==> config.mk <==
export PLATFORM = sky130hd
export DESIGN_NAME = gregorian_date_difference_top_flat
export DESIGN_NICKNAME = d
export VERILOG_FILES = /design/src/sv/gdd_pkg.sv /design/src/sv/gdd_intf.sv /design/src/sv/gdd_ctrl.sv /design/src/sv/gdd_dp.sv /design/src/sv/gregorian_date_difference_top.sv /design/src/flat_wrapper.sv
export SDC_FILE = /design/constraint.sdc
export NUM_CORES = 1
export LEC_CHECK = 0
export BUFFER_PORTS_ARGS = -buffer_cell sky130_fd_sc_hd__buf_2
export CELL_PAD_IN_SITES_DETAIL_PLACEMENT = 1
export CELL_PAD_IN_SITES_GLOBAL_PLACEMENT = 1
export CORE_MARGIN = 2
export CORE_UTILIZATION = 57
export CTS_BUF_LIST = sky130_fd_sc_hd__clkbuf_4 sky130_fd_sc_hd__clkbuf_8
export CTS_CLUSTER_SIZE = 28
export DETAILED_ROUTE_END_ITERATION = 8
export PLACE_DENSITY_LB_ADDON = 0.1
export SLEW_MARGIN = 5
export SYNTH_ARGS = -nofsm -noshare
export SYNTH_HDL_FRONTEND = slang
export SYNTH_SLANG_ARGS = --single-unit
==> constraint.sdc <==
create_clock -name clk_i -period 11.5 [get_ports clk_i]
set_input_delay 1.15 -clock clk_i [delete_from_list [all_inputs] [get_ports clk_i]]
set_output_delay 1.15 -clock clk_i [all_outputs]
set_load 0.01 [all_outputs]
==> src/sv/gdd_pkg.sv <==
// gdd_pkg: shared widths, constants, control struct and month table
`timescale 1ns / 1ps

package gdd_pkg;

  localparam int DayW   = 5;
  localparam int MonthW = 4;
  localparam int YearW  = 14;
  localparam int CountW = 22;
  localparam int OrdW   = 23;  // ordinal day number of a 14-bit year
  localparam int Q100W  = 8;   // year / 100 for a 14-bit year
  localparam int DbmW   = 9;   // days before a month, at most 366

  localparam logic [CountW-1:0] CountMax = {CountW{1'b1}};

  // floor(y / 100) == (y * Recip100) >> Recip100Shift, exact for 14-bit y
  localparam int Recip100W     = 13;
  localparam int Recip100Shift = 19;
  localparam logic [Recip100W-1:0] Recip100 = 13'd5243;
  localparam logic [8:0]           DaysPerYear = 9'd365;
  localparam logic [6:0]           YearsPerCentury = 7'd100;

  localparam logic [MonthW-1:0] LastMonthIdx = 4'd13;

  // days in the months before month m, normal year and leap year
  localparam logic [DbmW-1:0] DaysBefore [2][14] = '{
    '{9'd0, 9'd0, 9'd31, 9'd59, 9'd90, 9'd120, 9'd151,
      9'd181, 9'd212, 9'd243, 9'd273, 9'd304, 9'd334, 9'd365},
    '{9'd0, 9'd0, 9'd31, 9'd60, 9'd91, 9'd121, 9'd152,
      9'd182, 9'd213, 9'd244, 9'd274, 9'd305, 9'd335, 9'd366}
  };

  // controller to datapath commands
  typedef struct packed {
    logic capture;   // load the input beat
    logic mul;       // form year*365 and year/100
    logic ord;       // form both ordinal day numbers
    logic load_out;  // compare, subtract and load the result register
  } gdd_cmd_t;

  function automatic logic [DbmW-1:0] days_before(input logic leap,
                                                  input logic [MonthW-1:0] m);
    logic [MonthW-1:0] idx;
    idx = (m > LastMonthIdx) ? LastMonthIdx : m;
    return DaysBefore[leap][idx];
  endfunction

endpackage

==> src/sv/gdd_intf.sv <==
// gdd_intf: valid/ready channel interfaces for date pairs and day counts
`timescale 1ns / 1ps

interface gdd_in_if;
  logic                          valid;
  logic                          ready;
  logic [gdd_pkg::DayW-1:0]      start_day;
  logic [gdd_pkg::MonthW-1:0]    start_month;
  logic [gdd_pkg::YearW-1:0]     start_year;
  logic [gdd_pkg::DayW-1:0]      end_day;
  logic [gdd_pkg::MonthW-1:0]    end_month;
  logic [gdd_pkg::YearW-1:0]     end_year;

  modport source (output valid, start_day, start_month, start_year,
                  end_day, end_month, end_year, input ready);
  modport sink   (input valid, start_day, start_month, start_year,
                  end_day, end_month, end_year, output ready);
endinterface

interface gdd_out_if;
  logic                          valid;
  logic                          ready;
  logic [gdd_pkg::CountW-1:0]    day_count;
  logic                          end_before_start;

  modport source (output valid, day_count, end_before_start, input ready);
  modport sink   (input valid, day_count, end_before_start, output ready);
endinterface

==> src/sv/gdd_ctrl.sv <==
// gdd_ctrl: sequencer for one date pair and the output valid flag
`timescale 1ns / 1ps

module gdd_ctrl (
  input  logic              clk_i,
  input  logic              rst_ni,
  input  logic              in_valid_i,
  output logic              in_ready_o,
  input  logic              out_ready_i,
  output logic              out_valid_o,
  output gdd_pkg::gdd_cmd_t cmd_o
);
  import gdd_pkg::*;

  localparam logic [1:0] StIdle = 2'd0;
  localparam logic [1:0] StMul  = 2'd1;
  localparam logic [1:0] StOrd  = 2'd2;
  localparam logic [1:0] StDiff = 2'd3;

  logic [1:0] state_q, state_d;
  logic       out_valid_q, out_valid_d;
  logic       out_free;

  assign out_free    = !out_valid_q || out_ready_i;
  assign in_ready_o  = (state_q == StIdle);
  assign out_valid_o = out_valid_q;

  always_comb begin
    state_d     = state_q;
    out_valid_d = out_valid_q;
    cmd_o       = '0;
    if (out_valid_q && out_ready_i) begin
      out_valid_d = 1'b0;
    end
    case (state_q)
      StIdle: begin
        if (in_valid_i) begin
          cmd_o.capture = 1'b1;
          state_d       = StMul;
        end
      end
      StMul: begin
        cmd_o.mul = 1'b1;
        state_d   = StOrd;
      end
      StOrd: begin
        cmd_o.ord = 1'b1;
        state_d   = StDiff;
      end
      StDiff: begin
        // wait here while the previous result is still unclaimed
        if (out_free) begin
          cmd_o.load_out = 1'b1;
          out_valid_d    = 1'b1;
          state_d        = StIdle;
        end
      end
      default: begin
        state_d = StIdle;
      end
    endcase
  end

  always_ff @(posedge clk_i or negedge rst_ni) begin
    if (!rst_ni) begin
      state_q     <= StIdle;
      out_valid_q <= 1'b0;
    end else begin
      state_q     <= state_d;
      out_valid_q <= out_valid_d;
    end
  end

  assert property (@(posedge clk_i) disable iff (!rst_ni)
    cmd_o.capture |=> (state_q == StMul))
    else $error("capture did not start the multiply step");

  assert property (@(posedge clk_i) disable iff (!rst_ni)
    (state_q == StMul) |=> (state_q == StOrd) ##1 (state_q == StDiff))
    else $error("step sequence broken");

  assert property (@(posedge clk_i) disable iff (!rst_ni)
    cmd_o.load_out |-> (!out_valid_q || out_ready_i))
    else $error("result register overwritten while full");

endmodule

==> src/sv/gdd_dp.sv <==
// gdd_dp: ordinal day datapath for both dates and the difference register
`timescale 1ns / 1ps

module gdd_dp (
  input  logic                           clk_i,
  input  gdd_pkg::gdd_cmd_t              cmd_i,
  input  logic [gdd_pkg::DayW-1:0]       start_day_i,
  input  logic [gdd_pkg::MonthW-1:0]     start_month_i,
  input  logic [gdd_pkg::YearW-1:0]      start_year_i,
  input  logic [gdd_pkg::DayW-1:0]       end_day_i,
  input  logic [gdd_pkg::MonthW-1:0]     end_month_i,
  input  logic [gdd_pkg::YearW-1:0]      end_year_i,
  output logic [gdd_pkg::CountW-1:0]     day_count_o,
  output logic                           end_before_start_o
);
  import gdd_pkg::*;

  localparam int ProdW = YearW + Recip100W;

  // lane 0 is the start date, lane 1 the end date
  logic [DayW-1:0]   day_q   [2];
  logic [MonthW-1:0] month_q [2];
  logic [YearW-1:0]  year_q  [2];
  logic [Q100W-1:0]  q100_q  [2];
  logic [OrdW-1:0]   y365_q  [2];
  logic [OrdW-1:0]   ord_q   [2];

  logic [Q100W-1:0]  q100_d  [2];
  logic [OrdW-1:0]   y365_d  [2];
  logic [OrdW-1:0]   ord_d   [2];

  logic [CountW-1:0] day_count_q, day_count_d;
  logic              ebs_q, ebs_d;

  for (genvar l = 0; l < 2; l++) begin : g_lane
    logic [ProdW-1:0] prod;
    logic [YearW:0]   cent;
    logic [YearW:0]   rem_full;
    logic [6:0]       r100;
    logic             leap;
    logic [Q100W-1:0] c100;
    logic [Q100W-3:0] c400;
    logic [YearW-2:0] c4;

    always_comb begin
      prod      = ProdW'(year_q[l]) * ProdW'(Recip100);
      q100_d[l] = Q100W'(prod >> Recip100Shift);
      y365_d[l] = OrdW'(year_q[l]) * OrdW'(DaysPerYear);
    end

    always_comb begin
      cent     = (YearW+1)'(q100_q[l]) * (YearW+1)'(YearsPerCentury);
      rem_full = (YearW+1)'(year_q[l]) - cent;
      r100     = rem_full[6:0];
      // divisible by 4 and either not by 100 or by 400
      leap     = (year_q[l][1:0] == 2'b00) && ((r100 != 7'd0) || (q100_q[l][1:0] == 2'b00));
      c100     = q100_q[l] + Q100W'(r100 != 7'd0);
      c400     = (Q100W-2)'((9'(c100) + 9'd3) >> 2);
      c4       = (YearW-1)'(((YearW+1)'(year_q[l]) + (YearW+1)'(3)) >> 2);
      ord_d[l] = y365_q[l] + OrdW'(c4) - OrdW'(c100) + OrdW'(c400)
               + OrdW'(days_before(leap, month_q[l])) + OrdW'(day_q[l]);
    end
  end

  always_comb begin
    logic [OrdW-1:0] diff;
    diff        = ord_q[1] - ord_q[0];
    day_count_d = '0;
    ebs_d       = 1'b0;
    if (ord_q[1] < ord_q[0]) begin
      ebs_d = 1'b1;
    end else if (diff > OrdW'(CountMax)) begin
      day_count_d = CountMax;
    end else begin
      day_count_d = diff[CountW-1:0];
    end
  end

  always_ff @(posedge clk_i) begin
    if (cmd_i.capture) begin
      day_q[0]   <= start_day_i;
      month_q[0] <= start_month_i;
      year_q[0]  <= start_year_i;
      day_q[1]   <= end_day_i;
      month_q[1] <= end_month_i;
      year_q[1]  <= end_year_i;
    end
    if (cmd_i.mul) begin
      q100_q <= q100_d;
      y365_q <= y365_d;
    end
    if (cmd_i.ord) begin
      ord_q <= ord_d;
    end
    if (cmd_i.load_out) begin
      day_count_q <= day_count_d;
      ebs_q       <= ebs_d;
    end
  end

  assign day_count_o        = day_count_q;
  assign end_before_start_o = ebs_q;

endmodule

==> src/sv/gregorian_date_difference_top.sv <==
// gregorian_date_difference_top: days between two Gregorian dates
`timescale 1ns / 1ps

// usage
// - in_i carries one date pair per beat: start and end day, month, year
// - out_o carries one result per input beat: day_count and end_before_start
// - day_count is the end ordinal minus the start ordinal, saturated to the
//   22-bit maximum; when the end date lies before the start date the count
//   is 0 and end_before_start is 1
// - each pair walks the capture, year multiply, ordinal sum and difference
//   steps of the sequencer in turn; a new pair is taken only after the
//   difference step, so at most one pair is in work at a time
// - in_i.ready is high only while the sequencer is idle; it rises again in
//   the cycle after the result register is loaded, so a new pair can be
//   taken while the previous result still waits on out_o
// - when out_o stalls, the block finishes the next pair and holds it in the
//   difference step until the result register frees up; nothing is dropped
// - reset (async, active low) returns the sequencer to idle and clears the
//   output valid; there is no stored state beyond the item in flight

module gregorian_date_difference_top (
  input  logic      clk_i,
  input  logic      rst_ni,
  gdd_in_if.sink    in_i,
  gdd_out_if.source out_o
);
  import gdd_pkg::*;

  gdd_cmd_t cmd;

  // sequencer: handshakes and step commands
  gdd_ctrl u_ctrl (
    .clk_i       (clk_i),
    .rst_ni      (rst_ni),
    .in_valid_i  (in_i.valid),
    .in_ready_o  (in_i.ready),
    .out_ready_i (out_o.ready),
    .out_valid_o (out_o.valid),
    .cmd_o       (cmd)
  );

  // datapath: ordinal day numbers and their difference
  gdd_dp u_dp (
    .clk_i              (clk_i),
    .cmd_i              (cmd),
    .start_day_i        (in_i.start_day),
    .start_month_i      (in_i.start_month),
    .start_year_i       (in_i.start_year),
    .end_day_i          (in_i.end_day),
    .end_month_i        (in_i.end_month),
    .end_year_i         (in_i.end_year),
    .day_count_o        (out_o.day_count),
    .end_before_start_o (out_o.end_before_start)
  );

  // the sequencer is busy after an accept, so no second pair is taken
  assert property (@(posedge clk_i) disable iff (!rst_ni)
    (in_i.valid && in_i.ready) |=> !in_i.ready)
    else $error("second pair taken while busy");

  // once the pair reaches the difference step it is loaded or waits on a full result
  assert property (@(posedge clk_i) disable iff (!rst_ni)
    (in_i.valid && in_i.ready) |-> ##3 (cmd.load_out || out_o.valid))
    else $error("result sequencing broken");

  assert property (@(posedge clk_i) disable iff (!rst_ni)
    (out_o.valid && out_o.end_before_start) |-> (out_o.day_count == '0))
    else $error("nonzero count with end before start");

  assert property (@(posedge clk_i) disable iff (!rst_ni)
    (in_i.valid && in_i.ready) |=> !cmd.load_out ##1 !cmd.load_out)
    else $error("result loaded too early");

endmodule

==> src/flat_wrapper.sv <==
// flat-port wrapper written by rule: the top's interface ports become plain ports
module gregorian_date_difference_top_flat import gdd_pkg::*;
  (clk_i, rst_ni, in_i_valid, in_i_start_day, in_i_start_month, in_i_start_year, in_i_end_day, in_i_end_month, in_i_end_year, in_i_ready, out_o_valid, out_o_day_count, out_o_end_before_start, out_o_ready);
  gdd_in_if in_i_i ();
  gdd_out_if out_o_i ();
  input  logic clk_i;
  input  logic rst_ni;
  input wire logic [$bits(in_i_i.valid)-1:0] in_i_valid;
  input wire logic [$bits(in_i_i.start_day)-1:0] in_i_start_day;
  input wire logic [$bits(in_i_i.start_month)-1:0] in_i_start_month;
  input wire logic [$bits(in_i_i.start_year)-1:0] in_i_start_year;
  input wire logic [$bits(in_i_i.end_day)-1:0] in_i_end_day;
  input wire logic [$bits(in_i_i.end_month)-1:0] in_i_end_month;
  input wire logic [$bits(in_i_i.end_year)-1:0] in_i_end_year;
  output wire logic [$bits(in_i_i.ready)-1:0] in_i_ready;
  output wire logic [$bits(out_o_i.valid)-1:0] out_o_valid;
  output wire logic [$bits(out_o_i.day_count)-1:0] out_o_day_count;
  output wire logic [$bits(out_o_i.end_before_start)-1:0] out_o_end_before_start;
  input wire logic [$bits(out_o_i.ready)-1:0] out_o_ready;
  assign in_i_i.valid = in_i_valid;
  assign in_i_i.start_day = in_i_start_day;
  assign in_i_i.start_month = in_i_start_month;
  assign in_i_i.start_year = in_i_start_year;
  assign in_i_i.end_day = in_i_end_day;
  assign in_i_i.end_month = in_i_end_month;
  assign in_i_i.end_year = in_i_end_year;
  assign in_i_ready = in_i_i.ready;
  assign out_o_valid = out_o_i.valid;
  assign out_o_day_count = out_o_i.day_count;
  assign out_o_end_before_start = out_o_i.end_before_start;
  assign out_o_i.ready = out_o_ready;
  gregorian_date_difference_top u_core (.clk_i(clk_i), .rst_ni(rst_ni), .in_i(in_i_i), .out_o(out_o_i));
endmodule
# [Word level (Yosys, flattened, before mapping)]
# Memory sizes are Yosys's and may differ from the RTL's.
# Cells that the tools add are included.
[word_totals] regBits=134 latchBits=0 mem_bits_rw=46 mem_bits_ro=0 input_bits=50 output_inout_bits=25 wordCells=100 n_memories=3
[memory_table] name="u_core.u_dp.year_q" words=2 width=14 rd=2 rd_ports_with_merged_regs=0 wr=2 line="gdd_dp.sv:23" source="logic [YearW-1:0] year_q [2];"
[memory_table] name="u_core.u_dp.day_q" words=2 width=5 rd=2 rd_ports_with_merged_regs=0 wr=2 line="gdd_dp.sv:21" source="logic [DayW-1:0] day_q [2];"
[memory_table] name="u_core.u_dp.month_q" words=2 width=4 rd=2 rd_ports_with_merged_regs=0 wr=2 line="gdd_dp.sv:22" source="logic [MonthW-1:0] month_q [2];"
[op_classes] addsub=19 multipliers=6 div=0 n_lt_le_gt_ge=8 n_eq_ne=5 n_shift=0 mux=30 n_bitwise=4 n_reduce_logical=15
[op_table] cell="$mux 126" count=4
[op_table] cell="$mux 93" count=2
[op_table] cell="$bmux 9 s4" count=2
[op_table] cell="$mul 14x13->27 const B" count=2
[op_table] cell="$add 23x13->23" count=2
[op_table] cell="$add 23x5->23" count=2
[op_table] cell="$add 23x6->23" count=2
[op_table] cell="$add 23x9->23" count=2
[op_table] cell="$mul 14x9->23 const B" count=2
[op_table] cell="$sub 23x8->23" count=2
[op_table] cell="$mux 9" count=4
[op_table] cell="$add 14x2->15 const B" count=2
[op_table] cell="$gt 23x22->1 const B" count=1
[op_table] cell="$lt 23x23->1" count=1
[op_table] cell="$sub 23x23->23" count=1
[op_table] cell="$mux 22" count=1
[op_table] cell="$add 8x1->8" count=2
[op_table] cell="$add 8x2->8 const B" count=2
[op_table] cell="$mul 8x5->5 const B" count=2
[op_table] cell="$reduce_bool 7->1" count=2
[op_table] cell="$sub 7x7->7" count=2
[op_table] cell="$mux 1" count=12
[op_table] cell="$ge 5x5->1 const B" count=2
[op_table] cell="$logic_not 2->1" count=5
[op_table] cell="other kinds (14)" count=26

# [Longest topological paths before layout]
[logic_depth] ltp_word=14 ltp_mapped=29 ltp_nobuf=29

# [Hierarchy]
# From an unflattened synthesis, not the netlist that was laid out.
[hier_totals] cells_unflattened=2233 area_unflattened_um2=23422.5
[by_module_without_submodules] module="gdd_dp" n_inst=1 cells_each=2215 area_per_inst_um2=23217.3 seq_area_each_um2=5315.1
[by_module_without_submodules] module="gdd_ctrl" n_inst=1 cells_each=18 area_per_inst_um2=205.2 seq_area_each_um2=75.1

# [Least setup slack after synthesis]
# Ideal clock, no wire load.
[synth_timing] kind="register -> register" start="memory u_core.u_dp.year_q[0][3]" end="register u_core.u_dp.ord_q[45] (netlist name), data pin" setup_ns=0.260 arrival_time_ns=6.715 required_time_ns=11.240 setup_slack_ns=4.525 stages_incl_launch_ff=29 n_path_buf=0 period_less_slack_ns=6.975 cell_sequence="edfxtp_1 -> ha_1 -> nor2b_1 -> o21ai_0 -> nand2b_1 -> or3_1 -> a211o_1 -> ha_1 -> ha_1 -> xor2_1 -> o21ai_0 -> nand2b_1 -> xor2_1 -> fa_1 -> inv_1 -> fa_1 -> inv_1 -> fa_1 -> inv_1 -> ha_1 -> fa_1 -> a21o_1 -> a21oi_1 -> o21ai_0 -> a31o_2 -> a21bo_2 -> a211o_1 -> a21oi_1 -> xnor2_1"
[synth_rtl] element="from (decl)" line="gdd_dp.sv:23"
[synth_rtl] element="to (signal assigned)" line="gdd_dp.sv:93" source="ord_q <= ord_d;"
[synth_rtl] element="to (decl)" line="gdd_dp.sv:26" source="logic [OrdW-1:0] ord_q [2];"

==> flow_metrics.py <==
metrics = {
    "clock_tree": {
        "cts_made_buffers": 17,
        "numClockSinks": 180,
        "clockRootBuffer": "sky130_fd_sc_hd__clkbuf_8",
        "worst_skew_late_latency_ns": 0.57,
        "clock_tree_from_tritoncts": "yes",
        "ctsLongestPathBuffers": 2,
        "post_cts.resized_instances": 0,
        "cts-hold-fix-buffers": 0,
        "cts.clk_slew.worst_paths_ns": 0.10,
        "cts_max_level": 4,
        "post_cts_buffers": 0,
    },
    "critical_path": {
        "worst-endpoint-arrival_ns": 8.28,
        "critPathKind": "reg -> reg",
        "crit_path_max_fanout": 5,
        "register_to_register_path_setup_slack_ns": 3.53,
        "worst-path-stages": 29,
        "cp_data_required_time_ns": 11.81,
        "crit_path_top_delay_cell": "sky130_fd_sc_hd__fa_1",
        "reg2reg_capture_point": "u_core.u_dp.ord_q[45]$_DFFE_PP_",
        "worst-path-buf-inv": 4,
        "crit_path_end": "u_core.u_dp.ord_q[45]$_DFFE_PP_",
        "worst_setup_path_startpoint": "u_core.u_dp.q100_q[9]$_DFFE_PN_",
        "crit_path_end_kind": "register",
        "critPathLaunchType": "register",
        "critPathTopFamily": "adder cells",
        "worst-r2r-cell-count": 29,
        "largest_stage_delay_on_the_critical_path_ns": 0.55,
        "worstReg2RegStart": "u_core.u_dp.q100_q[9]$_DFFE_PN_",
    },
    "sta": {
        "fin_ws_ns": 3.53,
        "period_minus_slack_ns": 7.97,
        "timing_worst_slew_pin_value_ns": 1.12,
        "timing.max_slew.rel_slack_pct": 25.0,
        "clock_skew_ns": 0.0185,
        "timing.final.crit_share_pct": 69.3,
        "maxSlewViolCount": 0,
        "setup-tns-final_ns": 0,
        "hold_violations": 0,
        "whs_ns": 0.357,
        "setup_violations": 0,
        "fmax_mhz": 125,
        "rsz0062_at_grt": "no",
    },
    "floorplan": {
        "core_area_sq_um": 40700,
        "die_x_microns": 207,
        "initial_core_util_pct": 57.7,
        "fp.dieH_microns": 207,
        "io_pins": 75,
        "design.die.area_sq_um": 42900,
        "std_cell_rows": 74,
    },
    "synthesis": {
        "synth-main-ff-cell": "sky130_fd_sc_hd__edfxtp_1",
        "synth_seq_cells": 180,
        "synthCells": 2261,
        "avgSynthCellArea_sq_um": 10.4,
        "synth_cell_area_sq_um": 23500,
        "mappedNetlistNets": 3021,
        "seq_area_frac_synth_pct": 22.9,
        "synth_top_cells_by_area": "sky130_fd_sc_hd__ha_1 24%, sky130_fd_sc_hd__fa_1 23%, sky130_fd_sc_hd__edfxtp_1 23%, sky130_fd_sc_hd__inv_1 9.0%, sky130_fd_sc_hd__xnor2_1 4.1%",
        "synthArstFlopShare_pct": 1.67,
        "yosys.area.top_type": "sky130_fd_sc_hd__ha_1",
        "synth_top_cell_area_share_pct": 23.6,
        "synth.lib_cells_used.distinct": 72,
        "ys_warn_count": 0,
        "number_of_enable_type_register_cells_in_the_synthesized_netlist": 177,
    },
    "detailed_routing": {
        "drt-total-wl_microns": 57400,
        "drtAntennaViolNets": 0,
        "detail_route.vias_per_cell": 5.54,
        "detail_route.iter0.violations": 828,
        "detailroute.via_count": 16000,
        "route.detailed.drc": 0,
        "drt_pre_antenna_iters": 5,
        "route.detailed.wl_per_inst_microns": 19.9,
    },
    "global_route": {
        "grt_antenna_before_repair": 5,
        "grt_max_degree": 63,
        "gr-total-overflow": 0,
        "total_routing_resource_utilization_after_global_routing_pct": 28.2,
        "vias_in_the_first_global_route": 18000,
        "grt_pass1_wl_microns": 94300,
    },
    "status": {
        "outcome": "finished, final reports clean",
    },
    "place": {
        "portBuffers": 74,
        "detailedPlacementHpwl_microns": 49700,
        "post-place-ws_ns": 3.64,
        "routability_congestion_estimate_from_global_placement": 0.916,
    },
    "finish": {
        "finish.net_count": 3102,
        "synthesis_to_finish_area_growth_pct": 5.76,
        "finish.utilization_pct": 61.0,
        "share_of_cells_above_drive_strength_1_pct": 5.82,
    },
    "worst_hold_path": {
        "hold_crit_class": "in -> async",
    },
    "flow_run": {
        "cap_viol_max_count": 0,
    },
}
==> layer usage <==
layer	GRT usage, %	vias to the layer above	routed length [microns]
met2	47.6	301	27700
met1	36.7	8023	25500
met4	8.57	2	1400
li1	-	7579	-
met3	5.90	88	2790
met5	0	-	16
==> cell families (layout without fill, tap and decap cells) <==
family	after synthesis	count (layout)	share of synthesized area (%)
compound gates	323	323	8.80
xor+xnor	155	155	5.77
fa+ha+maj	710	710	46.3
buf+inv	579	673	9.28
flops	180	180	22.9
mux	7	7	0.367
other cells	0	1	0
simple gates	307	307	6.56
==> cell type report <==
class | instances | area, sq um
multi-input combinational | 1502 | 15900
fill | 4454 | 15900
sequential | 180 | 5390
inverter | 565 | 2120
tap | 532 | 666
timing repair buffer | 76 | 385
clock buffer | 19 | 249
clock inverter | 13 | 109
antenna | 1 | 2.50
==> registers in the layout (all words and copies together), names as in the netlist, 2 cells and up <==
| signal | cells |
|---|---|
| u_core.u_dp.month_q | 8 |
| u_core.u_dp.year_q | 28 |
| u_core.u_ctrl.state_q | 2 |
| u_core.u_dp.day_q | 10 |
| u_core.u_dp.q100_q | 16 |
| u_core.u_dp.y365_q | 46 |
| u_core.u_dp.ord_q | 46 |
| u_core.u_dp.day_count_o | 22 |
==> cells in the final DEF (no fill, tap or decap), types with 4 or more instances in the layout <==
cell                         n
sky130_fd_sc_hd__a211o_1     5
sky130_fd_sc_hd__a211oi_1   20
sky130_fd_sc_hd__a21boi_0    4
sky130_fd_sc_hd__a21o_1     33
sky130_fd_sc_hd__a21oi_1   104
sky130_fd_sc_hd__a31o_2      8
sky130_fd_sc_hd__a31oi_1     9
sky130_fd_sc_hd__and2_1     11
sky130_fd_sc_hd__and3_1     16
sky130_fd_sc_hd__buf_2      74
sky130_fd_sc_hd__clkbuf_8   17
sky130_fd_sc_hd__clkinv_2    4
sky130_fd_sc_hd__edfxtp_1  177
sky130_fd_sc_hd__fa_1      267
sky130_fd_sc_hd__ha_1      441
sky130_fd_sc_hd__inv_1     564
sky130_fd_sc_hd__nand2_1    55
sky130_fd_sc_hd__nand2b_1   21
sky130_fd_sc_hd__nand3_1    38
sky130_fd_sc_hd__nor2_1     79
sky130_fd_sc_hd__nor2b_1    19
sky130_fd_sc_hd__nor3_1     32
sky130_fd_sc_hd__o211ai_1    9
sky130_fd_sc_hd__o21a_1     21
sky130_fd_sc_hd__o21ai_0    63
sky130_fd_sc_hd__o21bai_1    9
sky130_fd_sc_hd__o31ai_1     7
sky130_fd_sc_hd__or2_2       4
sky130_fd_sc_hd__or3_1      12
sky130_fd_sc_hd__xnor2_1   110
sky130_fd_sc_hd__xor2_1     45
==> metrics by stage <==
stage,std cells,instance area [sq um]
final,2888,24900
after CTS,2887,24900
after global placement,2855,24500
after floorplan,2261,23500
after detailed placement,2855,24500
after global routing,2888,24900
==> cells in the mapped netlist, drive strengths merged (5+ instances only) <==
master	instances
a31oi	9
xor2	45
and2	12
nand3	38
a211o	5
inv	565
a21oi	105
o21ai	63
or3	14
nand2b	21
nand2	55
nor2b	19
xnor2	110
a31o	8
nor2	79
edfxtp	177
a211oi	20
ha	443
fa	267
o211ai	9
o21a	21
nor3	33
o31ai	8
clkbuf	11
a21o	33
and3	16
o21bai	9
==> worst min path at each step <==
stage | cells past startpoint | start | to
after global routing | 1 | rst_ni | u_core.u_ctrl.out_valid_o$_DFF_PN0_
final | 1 | rst_ni | u_core.u_ctrl.state_q[0]$_DFFE_PN0P_
after detailed placement | 2 | u_core.u_ctrl.out_valid_o$_DFF_PN0_ | u_core.u_ctrl.out_valid_o$_DFF_PN0_
after CTS | 1 | rst_ni | u_core.u_ctrl.state_q[0]$_DFFE_PN0P_
after global placement | 2 | u_core.u_ctrl.out_valid_o$_DFF_PN0_ | u_core.u_ctrl.out_valid_o$_DFF_PN0_
after floorplan | 1 | u_core.u_ctrl.state_q[0]$_DFFE_PN0P_ | u_core.u_ctrl.state_q[0]$_DFFE_PN0P_
Power is left out: the tool's default activity adds up to more than one toggle a clock period on the data nets, which glitch-free logic cannot reach.
